## src/rtl/slope_peak_detector_unit_assert.svh

```systemverilog
// Assertion helpers shared by the RTL.
`ifndef SLOPE_PEAK_DETECTOR_UNIT_ASSERT_SVH
`define SLOPE_PEAK_DETECTOR_UNIT_ASSERT_SVH

// Checked only out of reset.
`define SPD_ASSERT(lbl, prop, msg) \
    lbl: assert property (@(posedge clk) disable iff (!rst_n) prop) else $error(msg);

// Checked at every edge, reset included.
`define SPD_ASSERT_ALWAYS(lbl, prop, msg) \
    lbl: assert property (@(posedge clk) prop) else $error(msg);

`endif

```

## src/rtl/spd_pkg.sv

```systemverilog
`timescale 1ns / 1ps

package spd_pkg;

    localparam int MAX_BINS = 1024;
    localparam int MAX_HALF = 15;
    localparam int DEPTH    = 2 * MAX_HALF + 1;

    localparam int VAL_W  = 16;
    localparam int POS_W  = 10;
    localparam int LEN_W  = 12;
    localparam int HALF_W = 4;
    localparam int IDX_W  = $clog2(DEPTH);
    localparam int FILL_W = $clog2(DEPTH + 1);

    localparam int IN_TDATA_W  = 16;
    localparam int OUT_TDATA_W = 56;
    localparam int PADDR_W     = 3;

    localparam logic [PADDR_W-1:0] ADDR_HALF_WINDOW = 3'd0;
    localparam logic [HALF_W-1:0]  HALF_RESET       = 4'd1;

    localparam logic [1:0] SLOPE_FLAT = 2'd0;
    localparam logic [1:0] SLOPE_DOWN = 2'd1;
    localparam logic [1:0] SLOPE_UP   = 2'd2;

    typedef struct packed {
        logic                    hit;
        logic [POS_W-1:0]        pos;
        logic signed [LEN_W-1:0] rise_len;
        logic signed [LEN_W-1:0] fall_len;
        logic [VAL_W-1:0]        value;
    } spd_peak_t;

endpackage

```

## src/rtl/spd_cfg.sv

```systemverilog
`timescale 1ns / 1ps

module spd_cfg
    import spd_pkg::*;
(
    input  logic               clk,
    input  logic               rst_n,
    input  logic               psel,
    input  logic               penable,
    input  logic               pwrite,
    input  logic [PADDR_W-1:0] paddr,
    input  logic [31:0]        pwdata,
    output logic [31:0]        prdata,
    output logic               pready,
    output logic [HALF_W-1:0]  half_window
);

    logic [HALF_W-1:0] half_window_reg;
    logic [HALF_W-1:0] half_window_next;
    logic              wr_en;

    assign pready = 1'b1;
    assign wr_en  = psel & penable & pwrite & (paddr == ADDR_HALF_WINDOW);

    always_comb
    begin
        half_window_next = half_window_reg;
        if (wr_en)
        begin
            half_window_next = pwdata[HALF_W-1:0];
        end
    end

    always_ff @(posedge clk or negedge rst_n)
    begin
        if (!rst_n)
        begin
            half_window_reg <= HALF_RESET;
        end
        else
        begin
            half_window_reg <= half_window_next;
        end
    end

    always_comb
    begin
        prdata = 32'd0;
        if (paddr == ADDR_HALF_WINDOW)
        begin
            prdata = {{(32 - HALF_W){1'b0}}, half_window_reg};
        end
    end

    assign half_window = half_window_reg;

endmodule

```

## src/rtl/spd_core.sv

```systemverilog
`timescale 1ns / 1ps

module spd_core
    import spd_pkg::*;
(
    input  logic              clk,
    input  logic              rst_n,
    input  logic              en,
    input  logic [VAL_W-1:0]  bin_value,
    input  logic              last_bin,
    input  logic [HALF_W-1:0] half_window,
    output spd_peak_t         peak
);

    `include "slope_peak_detector_unit_assert.svh"

    logic [VAL_W-1:0]  delay_reg [DEPTH];
    logic [VAL_W-1:0]  shifted   [DEPTH];

    logic [POS_W-1:0]  bin_index_reg, bin_index_next;
    logic [1:0]        prev_slope_reg, prev_slope_next;
    logic [POS_W-1:0]  rise_start_reg, rise_start_next;
    logic [POS_W-1:0]  rise_end_reg, rise_end_next;
    logic [VAL_W-1:0]  rise_end_value_reg, rise_end_value_next;
    logic [POS_W-1:0]  fall_start_reg, fall_start_next;
    logic [VAL_W-1:0]  fall_start_value_reg, fall_start_value_next;
    logic [FILL_W-1:0] fill_reg, fill_next;

    logic [IDX_W-1:0]  h_eff;
    logic [VAL_W-1:0]  oldest;
    logic [1:0]        slope_cur;
    logic              warm;
    logic [POS_W-1:0]  centre;
    logic [POS_W-1:0]  before_pos;

    always_comb
    begin
        shifted[0] = bin_value;
        for (int k = 1; k < DEPTH; k++)
        begin
            shifted[k] = delay_reg[k-1];
        end
    end

    always_ff @(posedge clk)
    begin
        if (en)
        begin
            for (int k = 0; k < DEPTH; k++)
            begin
                delay_reg[k] <= shifted[k];
            end
        end
    end

    always_comb
    begin
        h_eff = (half_window > HALF_W'(MAX_HALF)) ? IDX_W'(MAX_HALF) : IDX_W'(half_window);
        fill_next  = (fill_reg < FILL_W'(DEPTH)) ? fill_reg + 1'b1 : fill_reg;
        warm       = fill_next >= (FILL_W'(h_eff) << 1) + 1'b1;
        oldest     = shifted[IDX_W'(h_eff << 1)];
        centre     = bin_index_reg - POS_W'(h_eff);
        before_pos = centre - 1'b1;

        if (bin_value > oldest)
        begin
            slope_cur = SLOPE_UP;
        end
        else if (bin_value < oldest)
        begin
            slope_cur = SLOPE_DOWN;
        end
        else
        begin
            slope_cur = SLOPE_FLAT;
        end

        prev_slope_next       = prev_slope_reg;
        rise_start_next       = rise_start_reg;
        rise_end_next         = rise_end_reg;
        rise_end_value_next   = rise_end_value_reg;
        fall_start_next       = fall_start_reg;
        fall_start_value_next = fall_start_value_reg;
        bin_index_next        = bin_index_reg + 1'b1;

        peak.hit      = warm && (prev_slope_reg == SLOPE_DOWN)
                        && ((slope_cur == SLOPE_UP) || (slope_cur == SLOPE_FLAT));
        peak.rise_len = {2'b00, rise_end_reg} - {2'b00, rise_start_reg} + 1'b1;
        peak.fall_len = {2'b00, before_pos} - {2'b00, fall_start_reg} + 1'b1;
        if (rise_end_value_reg < fall_start_value_reg)
        begin
            peak.pos   = fall_start_reg;
            peak.value = fall_start_value_reg;
        end
        else
        begin
            peak.pos   = rise_end_reg;
            peak.value = rise_end_value_reg;
        end

        if (warm)
        begin
            if (prev_slope_reg == SLOPE_FLAT && slope_cur == SLOPE_UP)
            begin
                rise_start_next = centre;
            end
            else if (prev_slope_reg == SLOPE_UP && slope_cur == SLOPE_DOWN)
            begin
                rise_end_next         = before_pos;
                rise_end_value_next   = shifted[IDX_W'(h_eff + 1'b1)];
                fall_start_next       = centre;
                fall_start_value_next = shifted[h_eff];
            end
            prev_slope_next = slope_cur;
        end
    end

    always_ff @(posedge clk or negedge rst_n)
    begin
        if (!rst_n)
        begin
            bin_index_reg        <= '0;
            prev_slope_reg       <= SLOPE_FLAT;
            rise_start_reg       <= '0;
            rise_end_reg         <= '0;
            rise_end_value_reg   <= '0;
            fall_start_reg       <= '0;
            fall_start_value_reg <= '0;
            fill_reg             <= '0;
        end
        else if (en)
        begin
            if (last_bin)
            begin
                bin_index_reg        <= '0;
                prev_slope_reg       <= SLOPE_FLAT;
                rise_start_reg       <= '0;
                rise_end_reg         <= '0;
                rise_end_value_reg   <= '0;
                fall_start_reg       <= '0;
                fall_start_value_reg <= '0;
                fill_reg             <= '0;
            end
            else
            begin
                bin_index_reg        <= bin_index_next;
                prev_slope_reg       <= prev_slope_next;
                rise_start_reg       <= rise_start_next;
                rise_end_reg         <= rise_end_next;
                rise_end_value_reg   <= rise_end_value_next;
                fall_start_reg       <= fall_start_next;
                fall_start_value_reg <= fall_start_value_next;
                fill_reg             <= fill_next;
            end
        end
    end

    `SPD_ASSERT(a_peak_after_down, peak.hit |-> (prev_slope_reg == SLOPE_DOWN), "peak without down-hill")
    `SPD_ASSERT(a_last_clears, (en && last_bin) |=> (fill_reg == '0 && bin_index_reg == '0), "last bin did not clear state")
    `SPD_ASSERT(a_slope_needs_warmup, (fill_reg == '0) |-> (prev_slope_reg == SLOPE_FLAT), "slope state set before warm-up")

endmodule

```

## src/rtl/slope_peak_detector_unit.sv

```systemverilog
`timescale 1ns / 1ps
// Slope-sign peak detector for a streamed 1D histogram.
// Input stream: one bin per transaction, tdata = bin_value, tlast marks the
// final bin of a histogram; all run state clears after that bin.
// Output stream: one transaction per detected peak, tdata carries position,
// rise length, fall length and peak value.
// APB port: one register, half_window at address 0 (reset value 1).
// Throughput: one bin per cycle unless a peak waits on a stalled output.
// A bin is held in the input register and processed as it moves on;
// m_axis_tvalid for a peak is registered as the bin that closes it moves on.
// The output register lets one more bin be taken while a peak waits.
// A stall on the output only holds the input register when a peak is
// pending, so a stalled receiver backs up into s_axis_tready.
// Reset clears the run state, both stream registers and sets half_window
// to 1; no peak is reported before 2*half_window+1 bins of a histogram.
module slope_peak_detector_unit
    import spd_pkg::*;
(
    input  logic                   clk,
    input  logic                   rst_n,
    input  logic                   s_axis_tvalid,
    output logic                   s_axis_tready,
    input  logic [IN_TDATA_W-1:0]  s_axis_tdata,   // [15:0] bin_value
    input  logic                   s_axis_tlast,   // last_bin
    output logic                   m_axis_tvalid,
    input  logic                   m_axis_tready,
    output logic [OUT_TDATA_W-1:0] m_axis_tdata,   // [9:0] peak_pos, [21:10] rise_len,
                                                   // [33:22] fall_len, [49:34] peak_value
    input  logic                   psel,
    input  logic                   penable,
    input  logic                   pwrite,
    input  logic [PADDR_W-1:0]     paddr,
    input  logic [31:0]            pwdata,
    output logic [31:0]            prdata,
    output logic                   pready
);

    `include "slope_peak_detector_unit_assert.svh"

    logic              in_valid_reg;
    logic [VAL_W-1:0]  in_value_reg;
    logic              in_last_reg;
    logic              out_valid_reg;
    spd_peak_t         out_peak_reg;
    logic              advance;
    logic [HALF_W-1:0] half_window;
    spd_peak_t         peak;

    spd_cfg u_cfg (
        .clk         (clk),
        .rst_n       (rst_n),
        .psel        (psel),
        .penable     (penable),
        .pwrite      (pwrite),
        .paddr       (paddr),
        .pwdata      (pwdata),
        .prdata      (prdata),
        .pready      (pready),
        .half_window (half_window)
    );

    spd_core u_core (
        .clk         (clk),
        .rst_n       (rst_n),
        .en          (advance),
        .bin_value   (in_value_reg),
        .last_bin    (in_last_reg),
        .half_window (half_window),
        .peak        (peak)
    );

    assign advance       = in_valid_reg && (!out_valid_reg || m_axis_tready);
    assign s_axis_tready = !in_valid_reg || advance;

    always_ff @(posedge clk or negedge rst_n)
    begin
        if (!rst_n)
        begin
            in_valid_reg  <= 1'b0;
            out_valid_reg <= 1'b0;
        end
        else
        begin
            if (s_axis_tready)
            begin
                in_valid_reg <= s_axis_tvalid;
            end
            if (advance)
            begin
                out_valid_reg <= peak.hit;
            end
            else if (m_axis_tready)
            begin
                out_valid_reg <= 1'b0;
            end
        end
    end

    always_ff @(posedge clk)
    begin
        if (s_axis_tready && s_axis_tvalid)
        begin
            in_value_reg <= s_axis_tdata[VAL_W-1:0];
            in_last_reg  <= s_axis_tlast;
        end
        if (advance && peak.hit)
        begin
            out_peak_reg <= peak;
        end
    end

    assign m_axis_tvalid = out_valid_reg;
    assign m_axis_tdata  = {
        {(OUT_TDATA_W - POS_W - 2 * LEN_W - VAL_W){1'b0}},
        out_peak_reg.value,
        out_peak_reg.fall_len,
        out_peak_reg.rise_len,
        out_peak_reg.pos
    };

    `SPD_ASSERT(a_stall_holds_pipe, (out_valid_reg && !m_axis_tready) |-> !advance, "advanced into a stalled output")
    `SPD_ASSERT(a_empty_accepts, !in_valid_reg |-> s_axis_tready, "empty input register not ready")
    `SPD_ASSERT(a_result_from_hit, ($rose(m_axis_tvalid)) |-> $past(advance), "output valid without processed bin")
    `SPD_ASSERT_ALWAYS(a_reset_quiet, !rst_n |-> (!m_axis_tvalid && !in_valid_reg), "stream registers not cleared in reset")

endmodule

```

## config.mk

```make
export PLATFORM = sky130hd
export DESIGN_NAME = slope_peak_detector_unit
export DESIGN_NICKNAME = d
export VERILOG_FILES = /design/src/rtl/spd_pkg.sv /design/src/rtl/spd_cfg.sv /design/src/rtl/spd_core.sv /design/src/rtl/slope_peak_detector_unit.sv
export VERILOG_INCLUDE_DIRS = /design/src /design/src/rtl
export SDC_FILE = /design/constraint.sdc
export NUM_CORES = 1
export LEC_CHECK = 0
export BUFFER_PORTS_ARGS = -buffer_cell sky130_fd_sc_hd__buf_4
export CORE_ASPECT_RATIO = 0.75
export CORE_MARGIN = 1.5
export CORE_UTILIZATION = 45
export CTS_BUF_LIST = sky130_fd_sc_hd__clkbuf_8
export DETAILED_ROUTE_END_ITERATION = 6
export GPL_TIMING_DRIVEN = 0
export PLACE_DENSITY_LB_ADDON = 0.15
export SLEW_MARGIN = 20
export SYNTH_ARGS = -nofsm -noshare
export SYNTH_HDL_FRONTEND = slang
export SYNTH_SLANG_ARGS = --single-unit
```

## constraint.sdc

```tcl
create_clock -name clk -period 18.9 [get_ports clk]
set_input_delay 3.78 -clock clk [delete_from_list [all_inputs] [get_ports clk]]
set_output_delay 3.78 -clock clk [all_outputs]
set_load 0.005 [all_outputs]
```

==> results of run 1 <==
==> layout make-up <==
class	count	area, um^2	area share
repair buffers	92	807	0.0232
well taps	882	1100	0.0318
clock buffers	113	1560	0.0448
plain buffers	138	772	0.0222
clock inverters	72	329	0.00948
inverters	72	278	0.00800
flip-flops and latches	632	18600	0.534
multi-input cells	976	11300	0.326
==> final timing paths <==
path / startpoint / end / slack (ns) / depth (start not counted)
setup / recovery: paddr[1] / prdata[1] / 10.07 / 4
hold / removal: u_core.delay_reg[1][77] / u_core.delay_reg[1][93] / 0.42 / 0
setup reg to reg: u_cfg.half_window[1] / m_axis_tdata[31] / 10.83 / 18
hold reg to reg: u_core.delay_reg[1][77] / u_core.delay_reg[1][93] / 0.42 / 0
max in group asynchronous: rst_n / u_core.bin_index_reg[7] / 15.12 / 1
min in group asynchronous: rst_n / u_core.fall_start_value_reg[10] / 3.11 / 1
==> power groups by stage <==
stage	clock, mW	sequential, mW	combinational, mW
global placement	0	1.62	1.35
detailed placement	0	1.59	1.36
floorplan	0	1.60	0.912
global route	1.21	1.57	1.46
finish	1.13	1.57	1.38
CTS	1.15	1.57	1.37
==> kinds of logic after synthesis <==
| group | synth area share |
|---|---|
| compound gates | 0.0585 |
| xor+xnor | 0.0148 |
| fa+ha+maj | 0.0284 |
| buf+inv | 0.0334 |
| flops | 0.603 |
| mux | 0.221 |
| other cells | 0.000244 |
| simple gates | 0.0405 |
==> cells in the mapped netlist (10+ instances only) <==
| cell type | count |
|---|---|
| a21o_1 | 15 |
| a21oi_1 | 63 |
| a22o_1 | 36 |
| and2_1 | 12 |
| buf_1 | 10 |
| buf_2 | 44 |
| buf_4 | 49 |
| clkbuf_1 | 34 |
| dfrtp_1 | 84 |
| edfxtp_1 | 547 |
| ha_1 | 65 |
| inv_1 | 70 |
| mux2_2 | 36 |
| mux2i_1 | 19 |
| mux4_2 | 272 |
| nand2_1 | 54 |
| nand3_1 | 26 |
| nand4_1 | 12 |
| nor2_1 | 47 |
| nor3_1 | 11 |
| nor3b_1 | 19 |
| o21ai_0 | 37 |
| o2bb2ai_1 | 12 |
| xnor2_1 | 29 |
| xor2_1 | 16 |
==> worst register-to-register path: cells and delay by family (launching register included) <==
family,cells,cell delay [ns]
flip-flops,1,0.47
adder cells (fa/ha/maj),2,0.95
AND/OR/NAND/NOR,3,1.21
buffers and inverters,4,2.77
XOR/XNOR,2,1.19
AO/OA/AOI/OAI,7,1.16
==> cells in the final DEF, fill, tap and decap left out, types with 9 or more instances in the layout <==
cell type,count
edfxtp_1,547
clkinv_2,10
mux2_2,36
a22o_1,36
a21oi_1,63
xnor2_1,29
nor2_1,46
nor3b_1,19
a21o_1,15
o2bb2ai_1,12
nor3_1,10
nand4_1,12
o21ai_0,37
dfrtp_1,84
buf_2,47
clkbuf_2,9
mux4_2,272
clkbuf_1,26
nand3_1,26
ha_1,65
buf_4,134
conb_1,35
and2_1,11
clkinv_1,20
xor2_1,16
nand2_1,54
clkbuf_8,113
mux2i_1,19
inv_1,107
==> layer usage <==
| metal | global-route usage | wire length (um) |
|---|---|---|
| met1 | 0.386 | 39000 |
| met2 | 0.343 | 36900 |
| met3 | 0.109 | 11600 |
| met4 | 0.0788 | 2510 |
| met5 | 0 | 13 |
==> metrics by stage <==
step | area [um^2] | hold slack (ns) | power, mW | cells | util
6_report | 34700 | 0.416 | 4.08 | 2977 | 0.517
5_1_grt | 34700 | 0.432 | 4.24 | 2977 | 0.517
4_1_cts | 34700 | 0.421 | 4.08 | 2977 | 0.517
3_5_place_dp | 32800 | 0.410 | 2.96 | 2792 | 0.489
3_3_place_gp | 32600 | 0.403 | 2.98 | 2786 | 0.486
2_1_floorplan | 30900 | 0.400 | 2.51 | 1818 | -
==> impl_metrics.toml, run 1 <==
[outcome]
outcome = "finished, final reports clean"

[power_and_ir_drop]
p_leak_nw = 12.6
combinationalPowerShare = 0.339
p_seq_frac = 0.384
internal_power_mw = 2.66
p_switching_mw = 1.41
p_clk_frac = 0.276
ir_drop_mv = 0.0632
power.density_nw_per_um2 = 117
p_sw_frac = 0.347

[clock_network]
postCtsHoldBufs = 0
cts_htree_levels = 3
clk_pin_slew_worst_paths_ns = 0.07
cts_buffer_depth = 3
cts.sink_count = 632
cts_made_buffers = 100
post_cts_resize_count = 0
worstSkewPairLatency_ns = 0.73
cts_tree = "built"
root_buffer = "clkbuf_8"
cts_setup_buffers = 0

[synthesis]
synth_top_area_frac = 0.534
synth_edf_count = 547
synth.cell_area_um2 = 30800
synthFlopType = "edfxtp_1"
synthCells = 1785
ys_warn_count = 0
synth_cell_type_count = 82
yosysSeqAreaShare = 0.603
synthArstFlopShare = 0.134
ys_seq_elements = 632
synth_area_leaders = "edfxtp_1, mux4_2, dfrtp_1, ha_1, mux2_2"
synth_largest_area_cell = "edfxtp_1"
syn_area_per_cell_um2 = 17.2

[cells_and_area]
largest_reg_flops = 480
fin_nets = 2139
fillCellCount = 5496
drive_above_1_share = 0.313
antenna-diode-count = 0
area_growth_syn_to_layout_pct = 12.8

[routing]
antenna_left = 0
drt_first_pass_iters = 5
vias_per_cell = 6.26
routed_wl_um = 90000
drtIter0Drc = 2805
vias = 18600
drc = 0
wl_per_cell_um = 30.2

[die]
initial_core_util = 0.458
die_w_um = 305
core_area_um2 = 67200
io_pins = 150
rows = 82
dieArea_um2 = 70000
die_y_um = 229

[sta]
finalCriticalPeriod_ns = 8.83
fin_crit_sh = 0.467
max_slew_margin = 0.179
setup_ws_ns = 10.07
slew_violations = 0
setup_tns_ns = 0
clock_skew_ns = 0.0477
worst_pin_slew_ns = 1.23
rsz0062_at_grt = "no"
setup_viol = 0
max_freq_ghz = 0.113
finalHoldViolCount = 0

[place]
dp_hpwl_um = 63000
pre_cts_slack_ns = 10.10
place.gp.congestion = 0.926
numPortBuffers = 86

[setup_path]
path_max_fanout = 5
worst-path-buf-inv = 2
start_kind = "input port"
required_ns = 15.12
slowest_stage = "nor3_2"
cp_cell_sequence = "buf_4, nor3_2, and2_1, buf_4"
crit_arrival_ns = 5.05
endpoint_kind = "primary output"
crit_top_cell = "buf_4"
slowest_delay_ns = 0.69
critPathKind = "input port to primary output"
critical-path-top-delay-family = "simple AND/OR/NAND/NOR gates"

[global_route]
grt_max_degree = 115
grt-ovfl-total = 0
antenna_found_initial = 1
track_usage = 0.260
first_global_vias = 18300
grt_pass1_wl_um = 130000

[run]
maxCapViolCount = 0

[min_path]
holdCritPathClass = "flop to flop"
No activity file was read; power rests on OpenSTA's default activity.
==> run 2: changes to the inputs <==
==> constraint.sdc (replaced) <==
create_clock -name clk -period 7.4 [get_ports clk]
set_input_delay 1.48 -clock clk [delete_from_list [all_inputs] [get_ports clk]]
set_output_delay 1.48 -clock clk [all_outputs]
set_load 0.005 [all_outputs]
==> run 2 against run 1 <==
Compared with the run above:
- setup slack lost 9.5 ns
- total power grew to 2.6 times the previous value
- largest cell class unchanged
- critical path depth increased by 13
- first-iteration DRC count down 11%
- highest routed layer unchanged
- flip-flop and latch count did not move
- wire length up 0.12%
- clock skew shrank 0.0087 ns
- non-clock buffer count grew 12
- sequential power rose to 2.5 times the previous value
==> impl_metrics.toml, run 2 (synthesized netlist as in run 1, its figures left out) <==
[cells_and_area]
fillCellCount = 5436
drive_above_1_share = 0.332
area_growth_syn_to_layout_pct = 14.3
final_common_cell = "edfxtp_1"
layout_common_cells = "edfxtp_1, mux4_2, buf_4, clkbuf_8, inv_1"
finalInstanceArea_um2 = 35200
fin_util = 0.524
largest_reg_flops = 480
stdcell_count = 2989
fin_nets = 2151

[setup_path]
cp_cell_sequence = "clkbuf_1, clkbuf_2, inv_1, fa_1, a21o_1, a21oi_1, xor2_1, a211oi_2, xnor2_1, ha_1, or3b_1, o221ai_1, a211oi_2, or3b_4, nor4_1, a31o_2, o211ai_1"
slowest_delay_ns = 0.79
crit_arrival_ns = 7.26
endpoint_kind = "flop"
ff2ff_path_depth = 17
path_max_fanout = 19
r2r_slack_ns = 0.58
worst-path-buf-inv = 3
rr_startpoint = "u_cfg.half_window[1]"
critPathKind = "flop to flop"
critical-path-top-delay-family = "buffers and inverters"
reg2reg_to = "m_axis_tdata[31]"
start_kind = "flop"
slowest_stage = "clkbuf_2"
required_ns = 7.85
crit_top_cell = "a211oi_2"

[clock_network]
cts_setup_buffers = 0
clk_pin_slew_worst_paths_ns = 0.07
cts.sink_count = 632
cts_htree_levels = 3
worstSkewPairLatency_ns = 0.74
cts_tree = "built"
cts_made_buffers = 100
root_buffer = "clkbuf_8"
cts_buffer_depth = 3

[global_route]
grt_pass1_wl_um = 130000
first_global_vias = 18500
track_usage = 0.260
antenna_found_initial = 3
grt_max_degree = 86
grt-ovfl-total = 0

[power_and_ir_drop]
ir_drop_mv = 0.169
p_leak_nw = 12.8
p_sw_frac = 0.344
internal_power_mw = 6.90
p_seq_frac = 0.380
p_switching_mw = 3.62
power.density_nw_per_um2 = 299
combinationalPowerShare = 0.339
p_clk_frac = 0.281

[outcome]
outcome = "finished, final reports clean"

[die]
die_w_um = 305
initial_core_util = 0.458
dieArea_um2 = 70000
rows = 82
core_area_um2 = 67200
io_pins = 150
die_y_um = 229

[min_path]
min_from = "u_core.delay_reg[1][99]"
hold_depth = 0
whs_endpoint = "u_core.delay_reg[1][115]"
holdCritPathClass = "flop to flop"

[place]
numPortBuffers = 86
place.gp.congestion = 0.910
placedInstanceArea_um2 = 33200
dp_hpwl_um = 64100
dp_cells = 2805

[sta]
worst_pin_slew_ns = 1.23
finalHoldViolCount = 0
holdWs_ns = 0.414
setup_viol = 0
rsz0062_at_grt = "no"
finalCriticalPeriod_ns = 6.82
clock_skew_ns = 0.0390
fin_crit_sh = 0.921
max_slew_margin = 0.183
max_freq_ghz = 0.147
slew_violations = 0

[routing]
drt_first_pass_iters = 5
antenna_left = 0
vias = 18900
routed_wl_um = 90100
wl_per_cell_um = 30.1
drc = 0
drtIter0Drc = 2496
vias_per_cell = 6.32

[run]
maxCapViolCount = 0
==> run 2: changes by cell type in the layout (fill, tap and decap cells not counted), sizes merged <==
cell and delta:
bufinv +4, buf +11, clkbuf -6, clkinv +12, inv -12, diode +1, clkinvlp +2
==> run 2: what timing repair did <==
action                                  4_1_cts  5_1_grt
endpoints found under the setup margin        3        3
hold buffers                                  0        0
gates resized for setup                       2        0
hold endpoints to repair                      0        0
==> run 2: area by class of cell <==
| type | instances | area [um^2] | area share |
|---|---|---|---|
| Antenna cell | 1 | 2.50 | 0.0000711 |
| Buffer | 137 | 817 | 0.0232 |
| Clock buffer | 106 | 1460 | 0.0415 |
| Clock inverter | 78 | 475 | 0.0135 |
| Inverter | 72 | 274 | 0.00779 |
| Multi-Input combinational cell | 976 | 11400 | 0.325 |
| Sequential cell | 632 | 18600 | 0.527 |
| Tap cell | 882 | 1100 | 0.0314 |
| Timing Repair Buffer | 105 | 1070 | 0.0305 |
==> run 2: power by group through the flow <==
stage | combinational, mW | sequential, mW | clock [mW]
final | 3.57 | 4.00 | 2.95
after global routing | 3.77 | 4.00 | 3.15
after CTS | 3.54 | 4.00 | 3.00
after detailed placement | 3.52 | 4.07 | 0
after global placement | 3.48 | 4.12 | 0
after floorplan | 2.34 | 4.08 | 0
==> run 2: stage by stage <==
| step | setup slack, ns | TNS (ns) | power, mW |
|---|---|---|---|
| after CTS | 0.0899 | 0 | 10.5 |
| after floorplan | -2.37 | -1161.61 | 6.42 |
| final | 0.581 | 0 | 10.5 |
| after global placement | -6.08 | -3069.90 | 7.60 |
| after detailed placement | -0.285 | -0.592 | 7.59 |
| after global routing | 0.144 | 0 | 10.9 |
==> run 2: routing by layer <==
| metal | up-vias | wire length [um] | global-route usage |
|---|---|---|---|
| met5 | - | 27 | 0 |
| met4 | 4 | 2540 | 0.0797 |
| met2 | 1079 | 37400 | 0.346 |
| li1 | 7769 | - | - |
| met1 | 9869 | 39100 | 0.395 |
| met3 | 155 | 11000 | 0.0952 |
==> run 2: how the worst max path moves through the flow <==
stage | start | to | slack, ns | cells past startpoint
3_3_place_gp | m_axis_tready | m_axis_tdata[44] | -6.08 | 6
6_report | u_cfg.half_window[1] | m_axis_tdata[31] | 0.58 | 17
3_5_place_dp | u_cfg.half_window[1] | m_axis_tdata[31] | -0.28 | 18
5_1_grt | u_cfg.half_window[1] | m_axis_tdata[31] | 0.14 | 17
2_1_floorplan | m_axis_tready | m_axis_tdata[0] | -2.37 | 5
4_1_cts | u_cfg.half_window[1] | m_axis_tdata[31] | 0.09 | 18
==> run 3: changes to the inputs <==
--- a/config.mk
+++ b/config.mk
@@ -17,4 +17,5 @@
 export SLEW_MARGIN = 20
 export SYNTH_ARGS = -nofsm -noshare
 export SYNTH_HDL_FRONTEND = slang
+export SYNTH_HIERARCHICAL = 1
 export SYNTH_SLANG_ARGS = --single-unit
==> run 3 against run 2 <==
Compared with the run above:
- combinational power increased by 52%
- global-route usage increased by 2.1 points
- flip-flop and latch count unchanged
- setup slack got worse by 0.36 ns
- highest routed layer unchanged
- sequential share of layout area decreased by 1.4 points
- first-iteration DRC count increased by 43%
- largest cell class unchanged
- largest power group is now combinational logic
- clock skew increased by 0.0037 ns
- non-clock buffer count increased by 24
- cell count increased by 12%
- clock-buffer cell count decreased by 1
==> impl_metrics.toml, run 3 <==
[sta]
slew_violations = 0
setup_ws_ns = 0.217
setup_viol = 0
rsz0062_at_grt = "no"
worst_pin_slew_ns = 1.25
clock_skew_ns = 0.0427
max_freq_ghz = 0.139
finalHoldViolCount = 0
fin_crit_sh = 0.971
finalCriticalPeriod_ns = 7.18
max_slew_margin = 0.168

[synthesis]
synthArstFlopShare = 0.134
synth_edf_count = 547
synthCells = 2099
ys_seq_elements = 632
yosysSeqAreaShare = 0.580
synth.most_common_cell = "edfxtp_1"
synth.cell_area_um2 = 32000
synth_top_area_frac = 0.514
synth_cell_type_count = 88
ys_warn_count = 6
synth_common_cells = "edfxtp_1, mux4_2, mux2i_1"
synthFlopType = "edfxtp_1"
synth_area_leaders = "edfxtp_1, mux4_2, dfrtp_1, mux2i_1, ha_1"
synth_largest_area_cell = "edfxtp_1"
syn_area_per_cell_um2 = 15.2

[global_route]
antenna_found_initial = 0
grt_max_degree = 86
grt-ovfl-total = 0
grtUsageMet1 = 0.422
first_global_vias = 20100
grt_use_met3 = 0.101
grt_pass1_wl_um = 146000
top_usage_layer = "met1"
track_usage = 0.281
use_met2 = 0.377

[clock_network]
worstSkewPairLatency_ns = 0.76
post_cts_resize_count = 0
root_buffer = "clkbuf_8"
cts_tree = "built"
cts_buffer_depth = 3
cts_htree_levels = 3
cts_made_buffers = 100
cts_setup_buffers = 0
clk_pin_slew_worst_paths_ns = 0.06
cts.sink_count = 632
postCtsHoldBufs = 0

[routing]
drc = 0
routed_wl_um = 102000
drtIter0Drc = 3572
drt_first_pass_iters = 6
antenna_left = 0
vias_per_cell = 6.34
vias = 21300
wl_per_cell_um = 30.5

[place]
dp_hpwl_um = 70600
pre_cts_slack_ns = 0.215
dp_cells = 3174
place.gp.congestion = 0.942
numPortBuffers = 86
placedInstanceArea_um2 = 34200

[cells_and_area]
final_common_cell = "edfxtp_1"
drive_above_1_share = 0.240
fillCellCount = 5957
fin_nets = 2458
stdcell_count = 3359
antenna-diode-count = 0
layout_common_cells = "edfxtp_1, mux4_2, mux2i_1, buf_4, nor2_1"
fin_util = 0.514
area_growth_syn_to_layout_pct = 13.0
finalInstanceArea_um2 = 36100
largest_reg_flops = 480
multi_input_area_um2 = 12400
seq_area_um2 = 18600

[outcome]
outcome = "finished, final reports clean"

[power_and_ir_drop]
internal_power_mw = 8.27
p_switching_mw = 5.14
p_leak_nw = 12.9
ir_drop_mv = 0.185
power.density_nw_per_um2 = 371
total_power_mw = 13.4
combinationalPowerShare = 0.404
p_clk_frac = 0.214
p_sw_frac = 0.383
p_seq_frac = 0.382

[die]
dieArea_um2 = 72700
rows = 84
core_area_um2 = 70200
io_pins = 150
die_y_um = 234
die_w_um = 311
initial_core_util = 0.455

[setup_path]
start_kind = "flop"
endpoint_kind = "flop"
critPathKind = "flop to flop"
path_max_fanout = 10
crit_arrival_ns = 7.66
required_ns = 7.87

[min_path]
holdCritPathClass = "flop to flop"

[run]
maxCapViolCount = 0
-- run 3: changes by cell type after synthesis, moves of 12 or more --
cell | previous run | this run
a211oi_1 | 4 | 55
a21oi_1 | 63 | 94
a221o_1 | 0 | 12
a22o_1 | 36 | 16
clkbuf_1 | 34 | 69
mux2_1 | 8 | 35
mux2_2 | 36 | 14
mux2i_1 | 19 | 154
mux4_2 | 272 | 208
nor2_1 | 47 | 108
o21ai_0 | 37 | 73
-- run 3: kinds of logic (layout without fill, tap and decap cells) --
family                   after synthesis  count (layout)  share of synthesized area
AO/OA/AOI/OAI                        390             390                     0.0822
XOR/XNOR                              48              48                     0.0140
adder cells (fa/ha/maj)               68              68                     0.0273
buffers and inverters                253             535                     0.0378
flip-flops                           632             632                      0.580
multiplexers                         411             411                      0.212
other                                  3              35                   0.000352
AND/OR/NAND/NOR                      294             294                     0.0459
-- run 3: routing by layer --
layer,part of all wire,wire length [um]
met2,0.40,41400
met4,0.029,3000
met1,0.43,44000
met5,0.0016,162
met3,0.13,13700
-- run 3: through the flow --
step,hold slack (ns),setup TNS (ns)
5_1_grt,0.424,0
4_1_cts,0.416,0
3_3_place_gp,0.401,-215.11
2_1_floorplan,0.400,-1.20
3_5_place_dp,0.405,0
6_report,0.413,0
-- run 3: cell type report --
cell class,count,share of cell area
clock inverter,79,0.0114
inverter,85,0.00883
tap,946,0.0328
clock buffer,105,0.0400
sequential,632,0.514
buffer,168,0.0254
timing repair buffer,98,0.0258
multi-input combinational,1246,0.342
-- run 3: path summary, 6_finish.rpt --
| path | start | endpoint | slack, ns | cells after the start |
|---|---|---|---|---|
| setup / recovery | u_cfg/half_window[1] | m_axis_tdata[31] | 0.22 | 17 |
| setup reg to reg | u_cfg/half_window[1] | m_axis_tdata[31] | 0.22 | 17 |
| hold / removal | u_core/delay_reg[1][102] | u_core/delay_reg[1][118] | 0.41 | 0 |
| min in group asynchronous | rst_n | u_core/fall_start_reg[9] | 0.81 | 1 |
| hold reg to reg | u_core/delay_reg[1][102] | u_core/delay_reg[1][118] | 0.41 | 0 |
| max in group asynchronous | rst_n | u_core/fall_start_reg[0] | 5.99 | 1 |
-- run 3: worst max-delay path: stages (launching register included) --
cell	delay, ns
dfrtp_1	0.51
clkbuf_1	0.45
clkbuf_2	0.59
buf_1	0.88
inv_1	0.35
fa_1	0.55
xnor2_1	0.56
nand3_1	0.24
a211oi_1	0.54
nand3_1	0.16
xor2_1	0.23
ha_1	0.40
a21bo_2	0.25
a2bb2oi_1	0.31
o21ai_0	0.16
a2111oi_0	0.42
a211oi_1	0.15
xnor2_1	0.14
-- run 3: power by group through the flow --
stage          clock, mW  sequential (mW)  combinational, mW
6_report            2.87             5.11               5.42
5_1_grt             3.08             5.16               5.78
4_1_cts             2.93             5.09               5.31
3_5_place_dp           0             5.15               5.28
3_3_place_gp           0             5.18               5.14
2_1_floorplan          0             4.97               3.69
